`config.mk`:
```
export PLATFORM = sky130hd
export DESIGN_NAME = sorted_table_insert_delete_by_rank_unit
export DESIGN_NICKNAME = d
export VERILOG_FILES = /design/src/rtl/stidr_pkg.sv /design/src/rtl/stidr_ctrl.sv /design/src/rtl/stidr_datapath.sv /design/src/rtl/sorted_table_insert_delete_by_rank_unit.sv
export SDC_FILE = /design/constraint.sdc
export NUM_CORES = 2
export LEC_CHECK = 0
export BUFFER_PORTS_ARGS = -buffer_cell sky130_fd_sc_hd__buf_2
export CAP_MARGIN = 25
export CELL_PAD_IN_SITES_DETAIL_PLACEMENT = 1
export CELL_PAD_IN_SITES_GLOBAL_PLACEMENT = 1
export CORE_MARGIN = 2
export CORE_UTILIZATION = 53
export CTS_CLUSTER_SIZE = 14
export DETAILED_ROUTE_END_ITERATION = 8
export PLACE_DENSITY_LB_ADDON = 0.1
export RECOVER_POWER = 100
export SLEW_MARGIN = 10
export SYNTH_ARGS = -nofsm -noshare
export SYNTH_HDL_FRONTEND = slang
export SYNTH_SLANG_ARGS = --single-unit
```
`constraint.sdc`:
```
create_clock -name clk -period 6.1 [get_ports clk]
set_input_delay 1.22 -clock clk [delete_from_list [all_inputs] [get_ports clk]]
set_output_delay 1.22 -clock clk [all_outputs]
set_load 0.01 [all_outputs]
```
`src/rtl/stidr_pkg.sv`:
```
// shared types and constants for the sorted table unit
`default_nettype none

package stidr_pkg;

  // default sizes
  localparam int CAPACITY_DEF    = 64;
  localparam int VALUE_WIDTH_DEF = 32;

  // operation codes
  typedef enum logic [1:0] {
    OP_INSERT = 2'd0,
    OP_DELETE = 2'd1,
    OP_READ   = 2'd2,
    OP_NOP    = 2'd3
  } op_t;

  // result status codes
  typedef enum logic [1:0] {
    ST_OK   = 2'd0,
    ST_FULL = 2'd1,
    ST_RANK = 2'd2
  } status_t;

  // controller states
  typedef enum logic [3:0] {
    S_IDLE,
    S_CHECK,
    S_INS_CHK,
    S_INS_CMP,
    S_DEL_RD,
    S_DEL_GET,
    S_DEL_CHK,
    S_DEL_MOV,
    S_RD_RD,
    S_RD_GET
  } state_t;

  // position counter updates
  typedef enum logic [2:0] {
    CUR_HOLD,
    CUR_TOP,
    CUR_RANK,
    CUR_INC,
    CUR_DEC
  } cur_op_t;

  // read address choice relative to the position counter
  typedef enum logic [1:0] {
    RD_CUR,
    RD_DN,
    RD_UP
  } rd_sel_t;

  // write data choice
  typedef enum logic {
    WR_VAL,
    WR_RDATA
  } wr_src_t;

  // entry count updates
  typedef enum logic [1:0] {
    CNT_HOLD,
    CNT_INC,
    CNT_DEC
  } cnt_op_t;

  // commands from controller to datapath
  typedef struct packed {
    cur_op_t cur_op;
    logic    rd_en;
    rd_sel_t rd_sel;
    logic    wr_en;
    wr_src_t wr_src;
    logic    res_cap;
    logic    fin;
    status_t fin_status;
    cnt_op_t cnt_op;
  } cmd_t;

  // status from datapath to controller
  typedef struct packed {
    op_t  op;
    logic full;
    logic rank_bad;
    logic cur_zero;
    logic ge;
    logic last;
  } sts_t;

endpackage

`default_nettype wire

```
`src/rtl/stidr_ctrl.sv`:
```
// controller state machine for the sorted table unit
`default_nettype none

module stidr_ctrl (
  input  wire logic              clk,
  input  wire logic              rst,
  input  wire logic              accept,
  input  wire stidr_pkg::sts_t   sts,
  output stidr_pkg::cmd_t        cmd,
  output logic                   busy
);

  stidr_pkg::state_t state;
  stidr_pkg::state_t state_next;

  // state register
  always_ff @(posedge clk) begin
    if (rst) begin
      state <= stidr_pkg::S_IDLE;
    end else begin
      state <= state_next;
    end
  end

  // next state
  always_comb begin
    state_next = state;
    unique case (state)
      stidr_pkg::S_IDLE: begin
        if (accept) state_next = stidr_pkg::S_CHECK;
      end
      stidr_pkg::S_CHECK: begin
        unique case (sts.op)
          stidr_pkg::OP_INSERT: begin
            state_next = sts.full ? stidr_pkg::S_IDLE : stidr_pkg::S_INS_CHK;
          end
          stidr_pkg::OP_DELETE: begin
            state_next = sts.rank_bad ? stidr_pkg::S_IDLE : stidr_pkg::S_DEL_RD;
          end
          stidr_pkg::OP_READ: begin
            state_next = sts.rank_bad ? stidr_pkg::S_IDLE : stidr_pkg::S_RD_RD;
          end
          default: begin
            state_next = stidr_pkg::S_IDLE;
          end
        endcase
      end
      stidr_pkg::S_INS_CHK: begin
        state_next = sts.cur_zero ? stidr_pkg::S_IDLE : stidr_pkg::S_INS_CMP;
      end
      stidr_pkg::S_INS_CMP: begin
        state_next = sts.ge ? stidr_pkg::S_INS_CHK : stidr_pkg::S_IDLE;
      end
      stidr_pkg::S_DEL_RD:  state_next = stidr_pkg::S_DEL_GET;
      stidr_pkg::S_DEL_GET: state_next = stidr_pkg::S_DEL_CHK;
      stidr_pkg::S_DEL_CHK: begin
        state_next = sts.last ? stidr_pkg::S_IDLE : stidr_pkg::S_DEL_MOV;
      end
      stidr_pkg::S_DEL_MOV: state_next = stidr_pkg::S_DEL_CHK;
      stidr_pkg::S_RD_RD:   state_next = stidr_pkg::S_RD_GET;
      stidr_pkg::S_RD_GET:  state_next = stidr_pkg::S_IDLE;
      default:              state_next = stidr_pkg::S_IDLE;
    endcase
  end

  // command outputs
  always_comb begin
    cmd            = '0;
    cmd.cur_op     = stidr_pkg::CUR_HOLD;
    cmd.rd_sel     = stidr_pkg::RD_CUR;
    cmd.wr_src     = stidr_pkg::WR_VAL;
    cmd.fin_status = stidr_pkg::ST_OK;
    cmd.cnt_op     = stidr_pkg::CNT_HOLD;
    unique case (state)
      stidr_pkg::S_IDLE: begin
      end
      stidr_pkg::S_CHECK: begin
        unique case (sts.op)
          stidr_pkg::OP_INSERT: begin
            if (sts.full) begin
              cmd.fin        = 1'b1;
              cmd.fin_status = stidr_pkg::ST_FULL;
            end else begin
              cmd.cur_op = stidr_pkg::CUR_TOP;
            end
          end
          stidr_pkg::OP_DELETE, stidr_pkg::OP_READ: begin
            if (sts.rank_bad) begin
              cmd.fin        = 1'b1;
              cmd.fin_status = stidr_pkg::ST_RANK;
            end else begin
              cmd.cur_op = stidr_pkg::CUR_RANK;
            end
          end
          default: begin
            cmd.fin = 1'b1;
          end
        endcase
      end
      // walk down from the top, moving larger-or-equal entries up by one
      stidr_pkg::S_INS_CHK: begin
        if (sts.cur_zero) begin
          cmd.wr_en  = 1'b1;
          cmd.fin    = 1'b1;
          cmd.cnt_op = stidr_pkg::CNT_INC;
        end else begin
          cmd.rd_en  = 1'b1;
          cmd.rd_sel = stidr_pkg::RD_DN;
        end
      end
      stidr_pkg::S_INS_CMP: begin
        cmd.wr_en = 1'b1;
        if (sts.ge) begin
          cmd.wr_src = stidr_pkg::WR_RDATA;
          cmd.cur_op = stidr_pkg::CUR_DEC;
        end else begin
          cmd.fin    = 1'b1;
          cmd.cnt_op = stidr_pkg::CNT_INC;
        end
      end
      stidr_pkg::S_DEL_RD: begin
        cmd.rd_en = 1'b1;
      end
      stidr_pkg::S_DEL_GET: begin
        cmd.res_cap = 1'b1;
      end
      // close the gap one entry at a time
      stidr_pkg::S_DEL_CHK: begin
        if (sts.last) begin
          cmd.fin    = 1'b1;
          cmd.cnt_op = stidr_pkg::CNT_DEC;
        end else begin
          cmd.rd_en  = 1'b1;
          cmd.rd_sel = stidr_pkg::RD_UP;
        end
      end
      stidr_pkg::S_DEL_MOV: begin
        cmd.wr_en  = 1'b1;
        cmd.wr_src = stidr_pkg::WR_RDATA;
        cmd.cur_op = stidr_pkg::CUR_INC;
      end
      stidr_pkg::S_RD_RD: begin
        cmd.rd_en = 1'b1;
      end
      stidr_pkg::S_RD_GET: begin
        cmd.res_cap = 1'b1;
        cmd.fin     = 1'b1;
      end
      default: begin
      end
    endcase
  end

  assign busy = (state != stidr_pkg::S_IDLE);

endmodule

`default_nettype wire

```
`src/rtl/stidr_datapath.sv`:
```
// datapath of the sorted table unit: value memory, counters and result registers
`default_nettype none

module stidr_datapath #(
  parameter  int CAPACITY    = stidr_pkg::CAPACITY_DEF,
  parameter  int VALUE_WIDTH = stidr_pkg::VALUE_WIDTH_DEF,
  localparam int CNT_W       = $clog2(CAPACITY + 1)
) (
  input  wire logic                          clk,
  input  wire logic                          rst,
  input  wire logic                          accept,
  input  wire logic [1:0]                    op,
  input  wire logic signed [VALUE_WIDTH-1:0] value,
  input  wire logic [CNT_W-1:0]              rank,
  input  wire stidr_pkg::cmd_t               cmd,
  output stidr_pkg::sts_t                    sts,
  output logic                               done,
  output logic signed [VALUE_WIDTH-1:0]      result_value,
  output logic [1:0]                         status,
  output logic [CNT_W-1:0]                   entry_count
);

  localparam int IDX_W = $clog2(CAPACITY);

  logic [VALUE_WIDTH-1:0] mem [CAPACITY];

  stidr_pkg::op_t          op_r;
  logic [VALUE_WIDTH-1:0]  val_r;
  logic [CNT_W-1:0]        rank_r;
  logic [CNT_W-1:0]        count;
  logic [CNT_W-1:0]        count_next;
  logic [CNT_W-1:0]        cur;
  logic [CNT_W-1:0]        cur_dn;
  logic [CNT_W-1:0]        cur_up;
  logic [CNT_W-1:0]        rd_pos;
  logic [VALUE_WIDTH-1:0]  rdata;
  logic [VALUE_WIDTH-1:0]  res;
  logic [VALUE_WIDTH-1:0]  wr_data;

  assign cur_dn = cur - 1'b1;
  assign cur_up = cur + 1'b1;

  // operation capture on transfer
  always_ff @(posedge clk) begin
    if (accept) begin
      op_r   <= stidr_pkg::op_t'(op);
      val_r  <= value;
      rank_r <= rank;
    end
  end

  // position counter
  always_ff @(posedge clk) begin
    case (cmd.cur_op)
      stidr_pkg::CUR_TOP:  cur <= count;
      stidr_pkg::CUR_RANK: cur <= rank_r - 1'b1;
      stidr_pkg::CUR_INC:  cur <= cur_up;
      stidr_pkg::CUR_DEC:  cur <= cur_dn;
      default:             cur <= cur;
    endcase
  end

  // read address select
  always_comb begin
    case (cmd.rd_sel)
      stidr_pkg::RD_DN: rd_pos = cur_dn;
      stidr_pkg::RD_UP: rd_pos = cur_up;
      default:          rd_pos = cur;
    endcase
  end

  assign wr_data = (cmd.wr_src == stidr_pkg::WR_RDATA) ? rdata : val_r;

  // value memory, one write and one registered read
  always_ff @(posedge clk) begin
    if (cmd.wr_en) begin
      mem[cur[IDX_W-1:0]] <= wr_data;
    end
    if (cmd.rd_en) begin
      rdata <= mem[rd_pos[IDX_W-1:0]];
    end
  end

  // removed or read value, cleared for each new operation
  always_ff @(posedge clk) begin
    if (accept) begin
      res <= '0;
    end else if (cmd.res_cap) begin
      res <= rdata;
    end
  end

  // entry count
  always_comb begin
    case (cmd.cnt_op)
      stidr_pkg::CNT_INC: count_next = count + 1'b1;
      stidr_pkg::CNT_DEC: count_next = count - 1'b1;
      default:            count_next = count;
    endcase
  end

  always_ff @(posedge clk) begin
    if (rst) begin
      count <= '0;
    end else begin
      count <= count_next;
    end
  end

  // result registers and strobe
  always_ff @(posedge clk) begin
    if (rst) begin
      done <= 1'b0;
    end else begin
      done <= cmd.fin;
    end
  end

  always_ff @(posedge clk) begin
    if (cmd.fin) begin
      result_value <= cmd.res_cap ? rdata : res;
      status       <= cmd.fin_status;
      entry_count  <= count_next;
    end
  end

  // status toward the controller
  always_comb begin
    sts.op       = op_r;
    sts.full     = (count == CNT_W'(CAPACITY));
    sts.rank_bad = (rank_r == '0) || (rank_r > count);
    sts.cur_zero = (cur == '0);
    sts.ge       = ($signed(rdata) >= $signed(val_r));
    sts.last     = (cur_up >= count);
  end

endmodule

`default_nettype wire

```
`src/rtl/sorted_table_insert_delete_by_rank_unit.sv`:
```
// Sorted table of up to CAPACITY signed values with insert, delete by rank and read by rank.
// One operation at a time: start is taken while busy is low, and the result shows
// on result_value, status and entry_count for the single cycle in which done is high;
// the receiver cannot stall it, and busy is already low in that cycle. The table sits
// in a one-port-read memory, so every moved entry costs a read and a write.
// An insert moves every entry not smaller than the new value up by one; when every
// stored entry is not smaller, the value lands at the head. A delete moves every
// entry behind the removed one down by one, and a read moves nothing. An error or
// the unused op code ends the operation without touching the table.
`default_nettype none

module sorted_table_insert_delete_by_rank_unit #(
  parameter  int CAPACITY    = stidr_pkg::CAPACITY_DEF,
  parameter  int VALUE_WIDTH = stidr_pkg::VALUE_WIDTH_DEF,
  localparam int CNT_W       = $clog2(CAPACITY + 1)
) (
  input  wire logic                          clk,
  input  wire logic                          rst,
  input  wire logic                          start,
  output logic                               busy,
  input  wire logic [1:0]                    op,
  input  wire logic signed [VALUE_WIDTH-1:0] value,
  input  wire logic [CNT_W-1:0]              rank,
  output logic                               done,
  output logic signed [VALUE_WIDTH-1:0]      result_value,
  output logic [1:0]                         status,
  output logic [CNT_W-1:0]                   entry_count
);

  stidr_pkg::cmd_t cmd;
  stidr_pkg::sts_t sts;
  logic            accept;

  assign accept = start && !busy;

  // controller
  stidr_ctrl u_ctrl (
    .clk    (clk),
    .rst    (rst),
    .accept (accept),
    .sts    (sts),
    .cmd    (cmd),
    .busy   (busy)
  );

  // datapath
  stidr_datapath #(
    .CAPACITY    (CAPACITY),
    .VALUE_WIDTH (VALUE_WIDTH)
  ) u_dp (
    .clk          (clk),
    .rst          (rst),
    .accept       (accept),
    .op           (op),
    .value        (value),
    .rank         (rank),
    .cmd          (cmd),
    .sts          (sts),
    .done         (done),
    .result_value (result_value),
    .status       (status),
    .entry_count  (entry_count)
  );

endmodule

`default_nettype wire

```
# Yosys cells after proc, flatten, opt, wreduce, memory -nomap -nowiden
# Memories as Yosys holds them, arrays and structs flattened. A register that Yosys moved wholly into a read port is not among the register bits.
# Cells that the tools add are included.
# op_classes
n_lt_le_gt_ge	3
n_eq_ne	21
n_mul	0
n_div	0
reduce_logical	14
bitwise	0
addsub	5
shifts	0
muxes	41
# ops
cell	n
$mux 32	2
$ge 32x32->1	1
$pmux 4 s8	1
$pmux 7 s4	1
$mux 3	7
$sub 7x1->7 const B	3
$eq 4x3->1 const B	4
$add 7x1->7 const B	2
$logic_not 7->1	2
$pmux 7 s2	1
$pmux 4 s3	1
$pmux 6 s2	1
$mux 1	10
$mux 2	5
$reduce_or 2->1	5
$pmux 3 s3	1
$eq 4x2->1 const B	2
$eq 4x4->1 const B	2
$mux 4	2
$pmux 2 s2	2
$reduce_bool 4->1	2
$eq 7x7->1 const B	1
$ge 7x7->1	1
$gt 7x7->1	1
other kinds (17)	24
# word_totals
ff_bits	133
inputBits	44
n_memories	1
romBits	0
latch_bits	0
ram_bits	2048
out_inout_bits	43
# memory_table
memory	depth	word_bits	rd	rd_ports_with_merged_regs	wr	line	text
u_dp.mem	64	32	1	1	1	stidr_datapath.sv:25	logic [VALUE_WIDTH-1:0] mem [CAPACITY];

# Longest topological paths before layout
# depth
ltp_word	7
ltp_mapped	25
ltp_nobuf	20

# Hierarchy
# From an unflattened synthesis, not the netlist that was laid out.
# hier_totals
hier_cells	4562
hier_area_um2	86989.7
# by_module_without_submodules
mod	cells_each	seq_area_each_um2	area_each_um2	n_inst
stidr_datapath	4480	65933.2	86400.4	1
stidr_ctrl	81	80.1	575.6	1
sorted_table_insert_delete_by_rank_unit	1	0.0	13.8	1

# Worst setup path before layout
# Ideal clock, no wire load.
# synth_timing
kind	flip-flop to flip-flop
startpoint	register u_dp.rdata[4] (read register of u_dp.mem)
endpoint	memory u_dp.mem[0][31] in the netlist's numbering, data pin
path_buffers	1
setup_slack_ps	613
path_stages_with_launch	9
arrival_ps	4785
setup_ps	702
path_cell_list	edfxtp_1 ha_1 and4_1 a221oi_1 a21oi_1 o311ai_0 a31oi_1 clkbuf_1 o21ai_0
# synth_via
elab_chain_cells	4
# synth_rtl
element	line	text
start: declaration	stidr_datapath.sv:36	logic [VALUE_WIDTH-1:0] rdata;
$ge 32x32->1	stidr_datapath.sv:133	sts.ge = ($signed(rdata) >= $signed(val_r));
$mux 1	stidr_ctrl.sv:113	if (sts.ge) begin
$pmux 1 s2	stidr_ctrl.sv:74	unique case (state)
$mux 32	stidr_datapath.sv:72	assign wr_data = (cmd.wr_src == stidr_pkg::WR_RDATA) ? rdata : val_r;
net u_dp.wr_data[31]	stidr_datapath.sv:38	logic [VALUE_WIDTH-1:0] wr_data;
end: declaration	stidr_datapath.sv:25	
# The timed path passes the listed nets, and every way through them passes these cells.

# Worst setup path in the final report
# layout_timing
startpoint	register u_dp.rdata[31] (read register of u_dp.mem)
endpoint	memory u_dp.mem[36][24] in the netlist's numbering, data pin
# Same word-level chain as after synthesis.

==> flow_summary.toml <==
[synth]
synth_edf_count = 2169
synth_warnings = 0
ys_seq_area_frac = 0.7454
syn_area_per_cell_um2 = 14.57
synth.most_common_cell = "edfxtp_1"
syn_inst = 6079
netlist.area_leader.share = 0.7354
async_flop_share = 0
synth_fp_nets = 6186
synth-seq-cells = 2213
synth_ff_type = "edfxtp_1"
yosys-top-cells-count = "2169 x edfxtp_1, 1448 x nand2_1, 576 x nand3_1, 322 x a21oi_1, 158 x buf_2"
yosysTopAreaCell = "edfxtp_1"
synth.cell_area_mm2 = 0.08856
yosys.cell_types.count = 83
synth_top_cells_by_area = "edfxtp_1 74%, nand2_1 6.1%, mux4_2 3.5%"

[floorplanning]
start_util = 0.5314
fp.dieW_um = 412.8
die-area_mm2 = 0.1704
num_io_pins = 87
die_y_um = 412.8
rows = 150
core_mm2 = 0.1667

[setup_path]
end_kind = "register"
crit_path_start_kind = "register"
critPathLaunch = "u_dp.rdata[31]$_DFFE_PP_"
critical_path_class = "register to register"
crit_chain = "ha_1, nand4_1, nor4_1, nand2_1, o211ai_1, xor2_1, a31oi_1, clkbuf_2, o21ai_0, buf_12, clkbuf_2"
critPathMaxStageDelay_ns = 1.36
crit_slowest_cell = "o21ai_0"
reg2reg_from = "u_dp.rdata[31]$_DFFE_PP_"
cpMostUsedCell = "clkbuf_2"
arrival_ns = 6.57
cp_max_fo = 23
required_ns = 6.70

[routing]
routed_wl_mm = 281.8
wl_met2_mm = 129.2
top_layer_used = "met5"
drc = 0
first_pass_iters = 6
wl_met3_mm = 28.47
viasPerCell = 6.379
wirelength_met1_mm = 114.4
antenna_left = 0
wl_per_cell_um = 32.15
vias = 55914
drt-initial-drc-count = 6909

[clock_tree]
postCtsHoldBufs = 0
tritoncts = "yes"
htreeDepth = 4
root_buffer = "clkbuf_16"
cts_buffers = 222
cts_max_path_buffers = 3
cts.sinks = 2213
clkTransAtPathRegs_ns = 0.06
clock_latency_ns = 0.89

[global_route]
antenna_found_initial = 20
grt_pass1_vias = 56526
grt_max_degree = 131
grt-ovfl-total = 0
track_usage = 0.3299
grt_pass1_wl_mm = 403.1

[sta]
period_share = 0.9786
tns_ns = 0
finalClockSkew_ns = 0.03445
rsz0062_at_grt = "no"
final-hold-violation-count = 0
relSlewSlack = -1.427
setup_viol = 0
period_minus_slack_ns = 5.969
slew_violations = 1589
whs_ns = 0.5231
setup_ws_ns = 0.1306
max_clock_freq_mhz = 167.5
tightest_slew_ns = 3.641

[finish]
final_util = 0.6016
area_delta_synth_final_pct = 13.20
final_nets = 6464
fin_area_mm2 = 0.1003
fillers = 15466
drive_gt1_frac = 0.1350
final_cell_count_no_fill = 8765

[placed_design]
gp_congestion = 0.9303
dp_hpwl_mm = 176.3
postPlaceCellArea_mm2 = 0.09399
port_buffers = 86
dp_slack_ns = -0.2807
dp_cells = 8328

[power_and_ir_drop]
finalPower_mw = 32.77
powerDensity_mw_per_mm2 = 326.8
p_leak_nw = 34.01
peakVddDrop_uv = 359.5

[run_status]
violations = "capacitance limit, slew limit"
status = "finished with violations"

[min_path]
min_path_type = "primary input to register"
hp-start = "value[17]"

[flow_run]
cap_viol_max_count = 72
==> cells by family after synthesis <==
logic type               synth area share
AND/OR/NAND/NOR                    0.1174
flip-flops                         0.7454
AO/OA/AOI/OAI                     0.04840
buffers and inverters             0.02437
multiplexers                      0.05342
adder cells (fa/ha/maj)          0.008985
XOR/XNOR                         0.002077
==> cells in the final DEF, fill, tap and decap left out, types with 15 or more instances in the layout <==
| master | synthesis | routed |
|---|---|---|
| nor2_4 | 0 | 21 |
| and3_1 | 40 | 40 |
| buf_12 | 0 | 54 |
| dfxtp_1 | 44 | 44 |
| a31oi_1 | 29 | 29 |
| nand4_1 | 18 | 18 |
| clkinv_2 | 0 | 41 |
| nor3_1 | 62 | 60 |
| a21oi_1 | 322 | 314 |
| clkbuf_16 | 0 | 224 |
| nand3_1 | 576 | 577 |
| bufinv_16 | 0 | 17 |
| nor2_1 | 104 | 83 |
| inv_1 | 60 | 60 |
| mux2i_1 | 128 | 127 |
| o21a_1 | 40 | 38 |
| buf_2 | 158 | 47 |
| edfxtp_1 | 2169 | 2169 |
| o21ai_0 | 56 | 32 |
| a21o_1 | 24 | 24 |
| clkbuf_2 | 1 | 73 |
| clkinv_1 | 0 | 68 |
| nor2b_1 | 15 | 15 |
| a211oi_1 | 41 | 40 |
| o32ai_1 | 16 | 16 |
| o22ai_1 | 52 | 52 |
| clkbuf_1 | 109 | 138 |
| buf_4 | 40 | 136 |
| nor4_1 | 58 | 43 |
| and4_1 | 22 | 22 |
| ha_1 | 62 | 60 |
| nand2_1 | 1448 | 1446 |
| mux2_1 | 0 | 30 |
| mux4_2 | 136 | 136 |
==> registers in the layout, indices dropped and copies added (netlist names), 32 cells and up <==
| name | count |
|---|---|
| u_dp.rdata | 32 |
| u_dp.res | 32 |
| u_dp.mem | 2048 |
| u_dp.result_value | 32 |
| u_dp.val_r | 32 |
==> critical path: cells and delay by family (launching register included) <==
family / cells / cell delay, ns
adder cells (fa/ha/maj): 1 / 0.46
AO/OA/AOI/OAI: 3 / 2.02
buffers and inverters: 3 / 1.32
XOR/XNOR: 1 / 0.35
flip-flops: 1 / 0.65
AND/OR/NAND/NOR: 3 / 0.84
==> final timing paths <==
| path | endpoint | slack (ns) | cells after the start |
|---|---|---|---|
| max | u_dp.mem[36][24]$_DFFE_PP_ | 0.13 | 11 |
| min | u_dp.val_r[17]$_DFFE_PP_ | 0.52 | 1 |
| max reg2reg | u_dp.mem[36][24]$_DFFE_PP_ | 0.13 | 11 |
| min reg2reg | u_dp.result_value[28]$_DFFE_PP_ | 0.56 | 1 |
==> layout make-up <==
class | count | area, um^2 | area share
sequential | 2213 | 66010 | 0.6584
multi-input combinational | 3444 | 20900 | 0.2085
clock buffer | 277 | 5884 | 0.05869
timing repair buffer | 415 | 3187 | 0.03179
tap | 2204 | 2758 | 0.02751
clock inverter | 144 | 1269 | 0.01265
inverter | 61 | 229.0 | 0.002284
antenna | 7 | 17.52 | 0.0001747
==> report_power, final <==
group / internal, mW / total [mW] / switching, mW
registers: 16.9 / 16.9 / 0.0482
logic: 0.642 / 2.28 / 1.64
clock network: 7.57 / 13.5 / 5.98
total: 25.1 / 32.8 / 7.67
==> metal layers <==
layer,vias up,track usage
li1,23372,-
met4,8,0.1087
met5,-,0
met1,29202,0.4739
met3,532,0.06813
met2,2800,0.5076
==> timing repair <==
item / CTS / global route
setup endpoints to repair: 10 / 25
pin swaps: 0 / 2
resized for setup: 9 / 37
buffers inserted: 0 / 3
Note: power is estimated with default switching activity, not from simulation.
